`config.mk`:
```
export PLATFORM = sky130hd
export DESIGN_NAME = uart_register_interface
export DESIGN_NICKNAME = d
export VERILOG_FILES = /design/src/rtl/core/uri_pkg.sv /design/src/rtl/core/uri_step.sv /design/src/rtl/core/uart_register_interface.sv
export SDC_FILE = /design/constraint.sdc
export NUM_CORES = 1
export LEC_CHECK = 0
export ABC_AREA = 1
export BUFFER_PORTS_ARGS = -buffer_cell sky130_fd_sc_hd__buf_2
export CELL_PAD_IN_SITES_DETAIL_PLACEMENT = 1
export CELL_PAD_IN_SITES_GLOBAL_PLACEMENT = 2
export CORE_MARGIN = 4
export CORE_UTILIZATION = 33
export CTS_BUF_LIST = sky130_fd_sc_hd__clkbuf_16
export CTS_CLUSTER_SIZE = 30
export DETAILED_ROUTE_END_ITERATION = 7
export PLACE_DENSITY = 0.75
export SYNTH_ARGS = -nofsm -noshare
export SYNTH_HDL_FRONTEND = slang
export SYNTH_SLANG_ARGS = --single-unit
```
`constraint.sdc`:
```
create_clock -name clk_i -period 2.1 [get_ports clk_i]
set_clock_uncertainty 0.2 [all_clocks]
set_input_delay 0.105 -clock clk_i [delete_from_list [all_inputs] [get_ports clk_i]]
set_output_delay 0.105 -clock clk_i [all_outputs]
set_load 0.01 [all_outputs]
```
`src/rtl/core/uri_pkg.sv`:
```
// Package: shared types, constants and helpers of the UART register interface.
`timescale 1ns / 1ps
`default_nettype none

package uri_pkg;

  // Bus register addresses
  typedef enum logic [1:0] {
    ADDR_STATUS  = 2'd0,
    ADDR_DATA    = 2'd1,
    ADDR_COMMAND = 2'd2,
    ADDR_INTR    = 2'd3
  } reg_addr_e;

  // Request kind
  typedef enum logic {
    MODE_BUS  = 1'b0,
    MODE_TICK = 1'b1
  } mode_e;

  // Configuration register indexes
  typedef enum logic {
    CFG_INTERRUPT_LINE = 1'b0,
    CFG_EVEN_MODE      = 1'b1
  } cfg_idx_e;

  localparam int unsigned CfgDataWidth = 5;

  // Status byte bit positions
  localparam int unsigned StTbeBit = 7;
  localparam int unsigned StRdaBit = 6;
  localparam int unsigned StIpgBit = 5;

  // Command and mask bit positions
  localparam int unsigned CmdIntEnBit   = 3;
  localparam int unsigned CmdHighBdBit  = 4;
  localparam int unsigned MaskTxIeBit   = 5;
  localparam int unsigned MaskRxIeBit   = 4;
  localparam int unsigned FmtOneStopBit = 7;

  localparam logic [7:0] VecRx     = 8'hE7;
  localparam logic [7:0] VecTx     = 8'hEF;
  localparam logic [7:0] ReadIdle  = 8'hFF;
  localparam logic [2:0] Baud9600  = 3'd6;

  typedef struct packed {
    logic       mode;
    logic [1:0] reg_addr;
    logic       is_write;
    logic [7:0] write_data;
    logic       rx_present;
    logic [7:0] rx_char;
    logic       line_ready;
  } req_t;

  typedef struct packed {
    logic [7:0] read_data;
    logic       tx_valid;
    logic [7:0] tx_char;
    logic       irq;
    logic [7:0] irq_bus_byte;
    logic [2:0] baud_select;
    logic       two_stop;
    logic       high_baud;
  } rsp_t;

  // Architectural state; FME and ORE are never set, so they are not stored
  typedef struct packed {
    logic       tbe;
    logic       rda;
    logic       ipg;
    logic [7:0] rx_holding;
    logic [7:0] tx_holding;
    logic       tx_pending;
    logic       int_enable;
    logic [7:0] int_mask;
    logic [7:0] int_address;
    logic [2:0] baud_code;
    logic       stop_two;
    logic       rate_x8;
  } state_t;

  // One-hot baud code in bits 5..0; anything else selects 9600
  function automatic logic [2:0] decode_baud(input logic [7:0] v);
    logic [2:0] code;
    case (v[6:0])
      7'h01:   code = 3'd0;
      7'h02:   code = 3'd1;
      7'h04:   code = 3'd2;
      7'h08:   code = 3'd3;
      7'h10:   code = 3'd4;
      7'h20:   code = 3'd5;
      default: code = Baud9600;
    endcase
    return code;
  endfunction

endpackage

`default_nettype wire

```
`src/rtl/core/uri_step.sv`:
```
// Combinational update: next register state and result for one request.
`timescale 1ns / 1ps
`default_nettype none

module uri_step (
  input  uri_pkg::state_t st_i,
  input  uri_pkg::req_t   req_i,
  input  logic            even_mode_i,
  output uri_pkg::state_t st_o,
  output uri_pkg::rsp_t   rsp_o
);
  import uri_pkg::*;

  logic       raise_tx;
  logic       raise_rx;
  logic [7:0] vec_sel;

  always_comb begin
    st_o     = st_i;
    raise_tx = 1'b0;
    raise_rx = 1'b0;
    vec_sel  = st_i.int_address;
    rsp_o    = '0;
    rsp_o.read_data = ReadIdle;

    if (req_i.mode == MODE_BUS) begin
      // Decode the bus access
      case (reg_addr_e'(req_i.reg_addr))
        ADDR_STATUS: begin
          if (!req_i.is_write) begin
            rsp_o.read_data = {st_i.tbe, st_i.rda, st_i.ipg, 5'b0};
          end else begin
            st_o.stop_two  = ~req_i.write_data[FmtOneStopBit];
            st_o.baud_code = decode_baud(req_i.write_data);
          end
        end
        ADDR_DATA: begin
          if (!req_i.is_write) begin
            rsp_o.read_data = st_i.rx_holding;
            st_o.rda = 1'b0;
            st_o.ipg = 1'b0;
          end else begin
            st_o.tx_holding = req_i.write_data;
            st_o.tbe        = 1'b0;
            st_o.ipg        = 1'b0;
            st_o.tx_pending = 1'b1;
          end
        end
        ADDR_COMMAND: begin
          if (req_i.is_write) begin
            st_o.int_enable = req_i.write_data[CmdIntEnBit];
            st_o.rate_x8    = req_i.write_data[CmdHighBdBit];
          end
        end
        ADDR_INTR: begin
          if (!req_i.is_write) begin
            rsp_o.read_data = st_i.int_address;
          end else begin
            st_o.int_mask = req_i.write_data;
          end
        end
        default: ;
      endcase
    end else begin
      // Send the pending transmit byte
      if (st_i.tx_pending) begin
        rsp_o.tx_valid  = 1'b1;
        rsp_o.tx_char   = st_i.tx_holding;
        st_o.tx_pending = 1'b0;
        if (st_i.int_mask[MaskTxIeBit]) begin
          vec_sel  = VecTx;
          raise_tx = st_i.int_enable;
        end
      end
      // Mark the transmitter empty once the line is free
      if (!st_i.tbe && req_i.line_ready) begin
        st_o.tbe = 1'b1;
      end
      // Latch a received byte into an empty holding register
      if (!st_i.rda && req_i.rx_present) begin
        st_o.rx_holding = req_i.rx_char;
        st_o.rda        = 1'b1;
        if (st_i.int_mask[MaskRxIeBit]) begin
          vec_sel  = VecRx;
          raise_rx = st_i.int_enable;
        end
      end
      st_o.int_address = vec_sel;
      if (raise_tx || raise_rx) begin
        st_o.ipg           = 1'b1;
        rsp_o.irq          = 1'b1;
        rsp_o.irq_bus_byte = {vec_sel[7:1], vec_sel[0] & ~even_mode_i};
      end
    end

    rsp_o.baud_select = st_o.baud_code;
    rsp_o.two_stop    = st_o.stop_two;
    rsp_o.high_baud   = st_o.rate_x8;
  end

endmodule

`default_nettype wire

```
`src/rtl/core/uart_register_interface.sv`:
```
// Top level: UART register block with request and result channels.
//
// Usage:
//   Requests enter on in_valid_i/in_ready_o carrying a uri_pkg::req_t: a bus
//   access (read or write of one of four registers) or a service tick that
//   moves a pending transmit byte to the line and latches a received byte.
//   Each request gives exactly one result on out_valid_o/out_ready_i as a
//   uri_pkg::rsp_t: read data, the transmit character, the interrupt strobe
//   with its acknowledge byte, and the current line format.
//   The register state is updated and the result is captured in the output
//   register on the accepting edge.
//   Throughput is one request per cycle; the single output register lets a
//   new request in whenever the held result is taken in the same cycle.
//   When the receiver stalls, the result is held and in_ready_o drops, so
//   no request is accepted and the register state does not move.
//   Reset clears all state (baud code goes to 9600) and empties the output.
//   The configuration port writes the interrupt line number and even mode;
//   the user must do so only while idle; the block does not enforce it.
//   The line number is not stored here; even mode alone affects the ack byte.
`timescale 1ns / 1ps
`default_nettype none

module uart_register_interface (
  input  logic                                 clk_i,
  input  logic                                 rst_ni,
  input  logic                                 in_valid_i,
  output logic                                 in_ready_o,
  input  uri_pkg::req_t                        in_req_i,
  output logic                                 out_valid_o,
  input  logic                                 out_ready_i,
  output uri_pkg::rsp_t                        out_rsp_o,
  input  logic                                 cfg_we_i,
  input  logic                                 cfg_idx_i,
  input  logic [uri_pkg::CfgDataWidth-1:0]     cfg_wdata_i
);
  import uri_pkg::*;

  state_t st_q, st_d;
  rsp_t   rsp_q, rsp_d;
  logic   out_valid_q;
  logic   even_mode_q;
  logic   accept;

  // Take a request when the output slot is free or being emptied
  assign in_ready_o = !out_valid_q || out_ready_i;
  assign accept     = in_valid_i && in_ready_o;

  uri_step u_step (
    .st_i        (st_q),
    .req_i       (in_req_i),
    .even_mode_i (even_mode_q),
    .st_o        (st_d),
    .rsp_o       (rsp_d)
  );

  // Hold the even mode configuration bit
  always_ff @(posedge clk_i or negedge rst_ni) begin
    if (!rst_ni) begin
      even_mode_q <= 1'b0;
    end else if (cfg_we_i && cfg_idx_e'(cfg_idx_i) == CFG_EVEN_MODE) begin
      even_mode_q <= cfg_wdata_i[0];
    end
  end

  // Advance register state on each accepted request
  always_ff @(posedge clk_i or negedge rst_ni) begin
    if (!rst_ni) begin
      st_q <= '{baud_code: Baud9600, default: '0};
    end else if (accept) begin
      st_q <= st_d;
    end
  end

  // Output slot valid
  always_ff @(posedge clk_i or negedge rst_ni) begin
    if (!rst_ni) begin
      out_valid_q <= 1'b0;
    end else if (accept) begin
      out_valid_q <= 1'b1;
    end else if (out_ready_i) begin
      out_valid_q <= 1'b0;
    end
  end

  // Capture the result
  always_ff @(posedge clk_i) begin
    if (accept) begin
      rsp_q <= rsp_d;
    end
  end

  assign out_valid_o = out_valid_q;
  assign out_rsp_o   = rsp_q;

  // Every accepted request shows a result next cycle
  a_accept_result: assert property (@(posedge clk_i) disable iff (!rst_ni)
    accept |=> out_valid_o)
    else $error("accepted request produced no result");

  // A shown transmit means the pending byte is gone
  a_tx_clears_pending: assert property (@(posedge clk_i) disable iff (!rst_ni)
    (out_valid_o && out_rsp_o.tx_valid) |-> !st_q.tx_pending)
    else $error("transmit shown while byte still pending");

  // A shown interrupt leaves interrupt-pending set
  a_irq_sets_ipg: assert property (@(posedge clk_i) disable iff (!rst_ni)
    (out_valid_o && out_rsp_o.irq) |-> (st_q.ipg && st_q.int_enable))
    else $error("interrupt shown without IPG or enable");

  // No acknowledge byte without an interrupt
  a_irq_byte_zero: assert property (@(posedge clk_i) disable iff (!rst_ni)
    (out_valid_o && !out_rsp_o.irq) |-> (out_rsp_o.irq_bus_byte == 8'h00))
    else $error("acknowledge byte without interrupt");

  // Baud code stays in range
  a_baud_range: assert property (@(posedge clk_i) disable iff (!rst_ni)
    out_valid_o |-> (out_rsp_o.baud_select != 3'd7))
    else $error("baud select out of range");

endmodule

`default_nettype wire
```
After elaboration in Yosys (flattened, before gate mapping). Index checks and enable logic that the tools add are counted.

Register bits after elaboration: 73. Bits of input ports: 33. Output and inout port bits: 33. Word-level logic and storage cells: 98.

Equal/unequal tests: 13. Multiplexer cells: 35. Bitwise logic cells: 4. Reduce and logical (&&, ||, !) cells: 24.

Operator list (count): $mux W8 (8); $pmux W8 S3 (1); $reduce_and A4 Y1 (5); $mux W1 (18); $mux W9 (2); $pmux W3 S6 (1); $reduce_and A3 Y1 (3); $mux W4 (2); $ne A2 B1 Y1 const B (4); $eq A7 B1 Y1 const B (1); $eq A7 B2 Y1 const B (1); $eq A7 B3 Y1 const B (1); $eq A7 B4 Y1 const B (1); $eq A7 B5 Y1 const B (1); $eq A7 B6 Y1 const B (1); $mux W3 (2); $reduce_and A2 Y1 (3); $reduce_bool A2 Y1 (3); $mux W5 (1); $eq A2 B2 Y1 const B (2); $logic_and A1 B1 Y1 (4); $logic_not A1 Y1 (3); $not A1 Y1 (3); $eq A2 B1 Y1 const B (1); other kinds (3) (4).

Depth between registers and ports, before layout. Gate-level depths: netlist of run 1.

Depth after elaboration: 7. Mapped depth: 9. Depth with buffers taken out: 9.

Modules after synthesis. A second synthesis of run 1 with hierarchy kept.

Cell total of the unflattened synthesis: 428. Area, all modules: 3773.6 um^2.

Modules (own cells, without submodules): uart_register_interface (instances 1, cells an instance 223, area an instance 2702.6 um^2, sequential area each 2034.5 um^2); uri_step (instances 1, cells an instance 205, area an instance 1071.0 um^2, sequential area each 0.0 um^2).

Worst setup path before layout of run 1. No wires, ideal clock.

Path type: reg2reg. Start point: register out_valid_q, in the netlist out_valid_o. End point: register st_q[22] (netlist bit). Setup time: 0.078 ns. Arrival time: 1.475 ns. Data required time: 1.822 ns. Path slack: 0.347 ns. Cell stages (with the launch flop): 8. Buffers on the path: 1. Clock period less this slack: 1.753 ns. Cells stage by stage: dfrtp_1 nand2_2 nand2_4 inv_4 nand3_4 nor2_8 buf_6 o21bai_1.

Word-level cells in the longest chain between the ends: 4.

RTL lines: start: declaration (RTL line uart_register_interface.sv:40) `logic out_valid_q;`; start signal: assignment (RTL line uart_register_interface.sv:77) `out_valid_q <= 1'b0;`; start signal: assignment (RTL line uart_register_interface.sv:79) `out_valid_q <= 1'b1;`; start signal: assignment (RTL line uart_register_interface.sv:81) `out_valid_q <= 1'b0;`; $logic_not A1 Y1 (RTL line uart_register_interface.sv:45) `assign in_ready_o = !out_valid_q || out_ready_i;`; $logic_or A1 B1 Y1 (RTL line uart_register_interface.sv:45); named net in_ready_o (RTL line uart_register_interface.sv:27) `output logic in_ready_o,`; $logic_and A1 B1 Y1 (RTL line uart_register_interface.sv:46) `assign accept = in_valid_i && in_ready_o;`; named net accept (RTL line uart_register_interface.sv:42) `logic accept;`; $reduce_and A3 Y1 (no source line); end signal: assignment (RTL line uart_register_interface.sv:70) `st_q <= st_d;`; end: declaration (RTL line uart_register_interface.sv:38) `state_t st_q, st_d;`.

The timed path passes the listed nets, and every way through them passes these cells. A chain may end at the register's enable or synchronous reset.

==> results of run 1 <==
[logic make-up (layout without fill, tap and decap cells)]
family                 count (synthesis)  in the layout  share of synthesized area (%)
AND/OR/NAND/NOR                      130            130                           19.7
other                                  1              1                          0.124
multiplexers                           1              1                          0.331
buffers and inverters                 52            153                           7.17
flip-flops                            69             69                           62.4
AO/OA/AOI/OAI                         49             49                           9.98
XOR/XNOR                               1              1                          0.290
[through the flow]
stage / worst slack, ns / total power [mW] / area [sq um] / cells
floorplan: 0.347 / 2.13 / 3020 / 303
global placement: 0.445 / 2.34 / 3460 / 471
detailed placement: 0.439 / 2.36 / 3460 / 471
CTS: 0.303 / 3.99 / 4020 / 512
global route: 0.231 / 4.15 / 4020 / 512
finish: 0.350 / 3.92 / 4020 / 512
[metal layers]
metal / GRT usage (%) / vias to the layer above / share of wire (%)
met5: 0 / - / 0
met4: 5.98 / 0 / 1.7
met3: 3.86 / 10 / 3.7
met2: 26.1 / 45 / 51
met1: 17.3 / 1146 / 43
li1: - / 1180 / -
[sequential cells by signal (all words and copies together) (netlist names)]
| register | count |
|---|---|
| st_q | 36 |
| even_mode_q | 1 |
| out_rsp_o | 31 |
| out_valid_o | 1 |
[worst min-delay path, stage by stage]
cell	delay, ns
buf_2	0.09
inv_1	0.09
nor2_4	0.08
nand3_1	0.08
nand2_1	0.05
[cells in the mapped netlist (2+ instances only)]
cell	n
o21ai_0	14
a31oi_1	3
edfxtp_1	31
nand2_2	4
nor2_4	3
nand2_1	68
buf_6	2
inv_2	5
dfrtp_1	36
nor2_1	29
nand3_1	19
a21oi_1	6
o21ai_1	12
o2111ai_1	2
inv_1	42
dfstp_2	2
o211ai_1	6
[repair_timing]
item                      4_1_cts  5_1_grt
hold buffers                   25        0
gates resized for setup         0        0
hold endpoints to repair       65        0
[layout make-up]
type	instances	area (sq um)	share of cell area [%]
clock buffer	9	225	5.60
clock inverter	7	82.6	2.05
sequential	69	1880	46.9
inverter	48	183	4.54
tap	108	135	3.36
multi-input combinational	182	920	22.9
timing repair buffer	89	591	14.7
[worst max-delay path by stage]
| stage | startpoint | to | depth (start not counted) |
|---|---|---|---|
| floorplan | out_valid_o | st_q[22] | 7 |
| global placement | st_q[40] | st_q[9] | 6 |
| detailed placement | out_valid_o | st_q[24] | 7 |
| CTS | in_req_i[20] | out_rsp_o[4] | 7 |
| global route | in_req_i[19] | out_rsp_o[3] | 7 |
| finish | in_req_i[20] | out_rsp_o[4] | 7 |
[power groups by stage]
stage,Sequential (mW),Clock [mW],Combinational [mW]
floorplan,1.79,0,0.343
global placement,1.79,0,0.547
detailed placement,1.80,0,0.567
CTS,1.77,1.60,0.614
global route,1.79,1.66,0.692
finish,1.77,1.55,0.597
==> results.md, run 1 <==
- Status: finished, final reports clean
- Seq/Total Area, Yosys: 62.4%
- Fmax: 572 MHz
- Largest area contributor in the netlist: edfxtp_1
- Syn_nets: 336
- Clock H-tree levels: 3
- Actual slew at the worst max-slew pin: 0.514 ns
- GR Overflow Total: 0
- First drt pass iteration count: 4
- Die Y: 104 microns
- DRT antenna net count: 0
- Slew Viols, Final: 0
- # clock sinks: 69
- Number of global-route vias before repair: 2619
- Relative slew slack: 65.6%
- Number of distinct library cells after synthesis: 36
- Critical Path RT: 2.09 ns
- Initial Utilization: 34.3%
- Routed wire length per instance: 14.3 microns
- Unrepaired setup endpoints after global routing: false
- CTS root buffer: clkbuf_16
- Worst setup SP type: primary input
- Fillers: 1019
- CP max stage delay: 0.54 ns
- Postcts setup bufs: 0
- Most frequent cells in the layout: nand2_1 (68), buf_2 (61), inv_1 (44)
- Critical R2R Launch: out_valid_o
- Syn Area/Cell: 9.97 sq um
- Final-stage net count: 432
- Fin util: 45.7%
- R2r setup slk: 0.44 ns
- Int Pwr: 2.92 mW
- Main synth FF type: dfrtp_1
- DP HPWL: 5250 microns
- Initial antenna violation count: 0
- Vias: 2381
- Pwr/cell area: 974 mW/mm^2
- Worst hold path stage count: 5
- Final Hold Viols: 0
- Combinational power share: 15.2%
- Num rows: 34
- Final hold slack: 0.00821 ns
- Crit path DAT: 1.74 ns
- Post-Syn Instances: 303
- Synth Register Bits: 69
- CTS tree: done
- NetSw: 0.993 mW
- Critical path's slowest cell: dlygate4sd3_1
- VDD IR-drop max: 382 uV
- Die W: 104 microns
- Hold crit path type: in -> reg
- Final setup fails: 0
- Clk buf depth: 2
- Crit path capture type: flip-flop
- Sw Share: 25.4%
- GR Util All Layers: 14.9%
- DIE AREA: 0.0107 sq mm
- Post-synth ARST share: 55.1%
- CP Buf/Inv Count: 3
- Antenna Cells: 0
- Final GP Congestion: 0.738
- Mapped cell area: 0.00302 sq mm
- Layout area overhead: 33.1%
- Drt drc: 0
- Clock share of power: 39.6%
- I/O pins: 66
- Share of the synthesized area in the top cell type: 30.8%
- Delay-heaviest family, CP: buffers and inverters
- Critical path, cell by cell: dlygate4sd3_1, buf_2, nor2_1, nand2_2, inv_2, or2_1, a21boi_2
- Setup Total Neg Slack: 0 ns
- CTS Buf Count: 9
- MaxCap Viol Count: 0
- Yosys warning total: 0
- Leak: 1.95 nW
- Final min period: 1.75 ns
- Pin count of the biggest net entering global routing: 21
- Most common cell after layout, fill and taps aside: nand2_1
- DR vias/cell: 4.65
- Crit Reg-Reg Endpoint: st_q[24]
- Wire length of the first global-routing pass: 12800 microns
- Clk_lat worst skew: 0.32 ns
- Sequential share of power: 45.1%
- Worst Reg-to-Reg Cells: 7
- Routed WL: 7340 microns
- Clock transition at path regs: 0.05 ns
- Top cells by area, synth: edfxtp_1 (31%), dfrtp_1 (30%), nand2_1 (8.5%)
- Worst min-delay path startpoint: in_req_i[9]
- Final period utilization: 83.3%
- Crit Path Class: in -> reg
- Worst Hold End: st_q[32]
- Post-synth EDFFs: 31
- Share of layout cells above drive strength 1: 25.0%
- Worst Path Max Fanout: 5
- Port bufs: 61
- 1st-iter DRT viols: 90
- Core ar.: 0.00881 sq mm
No activity file was read; power rests on OpenSTA's default activity.
==> run 2: changes to the inputs <==
==> constraint.sdc (replaced) <==
create_clock -name clk_i -period 1.68 [get_ports clk_i]
set_clock_uncertainty 0.2 [all_clocks]
set_input_delay 0.084 -clock clk_i [delete_from_list [all_inputs] [get_ports clk_i]]
set_output_delay 0.084 -clock clk_i [all_outputs]
set_load 0.01 [all_outputs]
==> results.md, run 2 (synthesis results as in run 1) <==
- Final period utilization: 95.4%
- Pin count of the biggest net entering global routing: 39 (+86%)
- Die W: 104 microns (unchanged)
- Clk_lat worst skew: 0.32 ns (about the same)
- Clk buf depth: 2 (unchanged)
- Setup WS post-layout: 0.0769 ns (-0.273 ns)
- Max FFs per register: 36 (unchanged)
- Share of layout cells above drive strength 1: 25.9% (+0.92 points)
- Register with the most flip-flops: st_q
- Num rows: 34 (unchanged)
- Vias: 2412 (+1.3%)
- Relative slew slack: 64.5% (-1.1 points)
- Fillers: 1013 (-0.59%)
- Most frequent cells in the layout: nand2_1 (68), buf_2 (61), inv_1 (45)
- Storage cell area: 0.00188 sq mm (unchanged)
- MaxCap Viol Count: 0 (unchanged)
- Status: finished, final reports clean
- Final-stage net count: 437 (+1.2%)
- # clock sinks: 69 (unchanged)
- Worst Path Max Fanout: 15 (+10)
- DIE AREA: 0.0107 sq mm (unchanged)
- Slew Viols, Final: 0 (unchanged)
- Port bufs: 61 (unchanged)
- GR Util All Layers: 15.3% (+0.45 points)
- DP Cell Count: 475 (+0.85%)
- Drt drc: 0 (unchanged)
- Postcts setup bufs: 0 (unchanged)
- First drt pass iteration count: 4 (unchanged)
- Leak: 1.95 nW (about the same)
- Pwr/cell area: 1150 mW/mm^2 (+18%)
- Core ar.: 0.00881 sq mm (unchanged)
- I/O pins: 66 (unchanged)
- Hold crit path type: in -> reg
- Actual slew at the worst max-slew pin: 0.532 ns (+0.0175 ns)
- Crit path DAT: 1.66 ns (-0.08 ns)
- Start point of the critical path: out_ready_i
- Worst setup SP type: primary input
- Initial antenna violation count: 0 (unchanged)
- Critical Path RT: 1.73 ns (-0.36 ns)
- GR Overflow Total: 0 (unchanged)
- Wire length of the first global-routing pass: 13100 microns (+2.9%)
- Final GP Congestion: 0.737 (-0.22%)
- DP HPWL: 5280 microns (+0.69%)
- Clock H-tree levels: 3 (unchanged)
- Final Hold Viols: 0 (unchanged)
- Routed WL: 7700 microns (+4.9%)
- Antenna Cells: 0 (unchanged)
- Crit Path Class: in -> reg
- DR vias/cell: 4.67 (+0.32%)
- Critical R2R Launch: out_valid_o
- CTS Buf Count: 9 (unchanged)
- DRT antenna net count: 0 (unchanged)
- Number of global-route vias before repair: 2665 (+1.8%)
- Clock transition at path regs: 0.05 ns (about the same)
- 1st-iter DRT viols: 65 (-28%)
- Area of the multi-input gates: 946 sq um (+2.9%)
- Final setup fails: 0 (unchanged)
- VDD IR-drop max: 427 uV (+12%)
- Placed cell areas: 0.00348 sq mm (+0.58%)
- Final min period: 1.60 ns
- Routed wire length per instance: 14.9 microns (+3.9%)
- Most common cell after layout, fill and taps aside: nand2_1
- Fmax: 624 MHz
- Worst slack at placement: 0.145 ns (-0.294 ns)
- Non-filler instance count after layout: 517 (+0.98%)
- Design area: 0.00402 sq mm (-0.12%)
- Initial Utilization: 34.3% (unchanged)
- CTS tree: done
- Worst min-delay path startpoint: in_req_i[18]
- Die Y: 104 microns (unchanged)
- Layout area overhead: 32.9%
- Crit path capture type: flip-flop
- CTS root buffer: clkbuf_16
- Overall Power: 4.61 mW (+18%)
- Fin util: 45.6% (-0.057 points)
## run 2: changes by cell type in the layout (fill, tap and decap cells not counted), sizes merged
cell | before | now
dlygate4sd3 | 25 | 24
bufinv | 2 | 0
dlymetal6s4s | 0 | 1
buf | 64 | 68
clkinv | 3 | 4
nor2 | 33 | 34
inv | 50 | 51
## run 2: layer usage
layer / vias up / GRT usage [%] / part of all wire, %
met4: 0 / 5.98 / 1.5
li1: 1188 / - / -
met3: 11 / 3.36 / 3.1
met5: - / 0 / 0
met2: 40 / 27.3 / 52
met1: 1173 / 17.9 / 43
## run 2: cell type report
| type | count | share of cell area [%] |
|---|---|---|
| Inverter | 48 | 4.61 |
| Tap cell | 108 | 3.37 |
| Timing Repair Buffer | 93 | 15.2 |
| Sequential cell | 69 | 46.9 |
| Multi-Input combinational cell | 183 | 23.6 |
| Clock buffer | 9 | 5.61 |
| Clock inverter | 7 | 0.717 |
## run 2: power by group
group	internal (mW)	switching (mW)	total, mW
registers	2.08	0.139	2.22
logic	0.308	0.464	0.771
clock network	0.965	0.659	1.62
total	3.35	1.26	4.61
## run 2: metrics by stage
stage	setup TNS (ns)	hold slack (ns)
2_1_floorplan	0	-0.412
4_1_cts	0	0.0350
3_5_place_dp	0	-0.00520
3_3_place_gp	0	-0.0110
6_report	0	0.0504
5_1_grt	-0.0128	0.0505
## run 2: critical path, cell delays in order
cell	delay, ns
dlygate4sd3_1	0.53
buf_2	0.10
inv_1	0.04
nand2_2	0.09
nand2_4	0.08
inv_6	0.14
nand3_4	0.15
nor2_4	0.27
nand2_1	0.08
o21ai_1	0.08
## run 2: final timing paths
check                           depth (start not counted)  slack (ns)            end
worst max-delay path                                   10        0.08       st_q[25]
worst min-delay path                                    3        0.05  out_rsp_o[24]
worst max register to register                          7        0.11       st_q[25]
worst min register to register                          2        0.26        st_q[5]
max in group asynchronous                               3        0.74        st_q[3]
min in group asynchronous                               3        0.15        st_q[5]
## run 2: what timing repair did
item	in CTS	in global routing
hold buffers	25	0
setup endpoints to repair	0	12
hold endpoints to repair	64	0
gates resized for setup	0	5
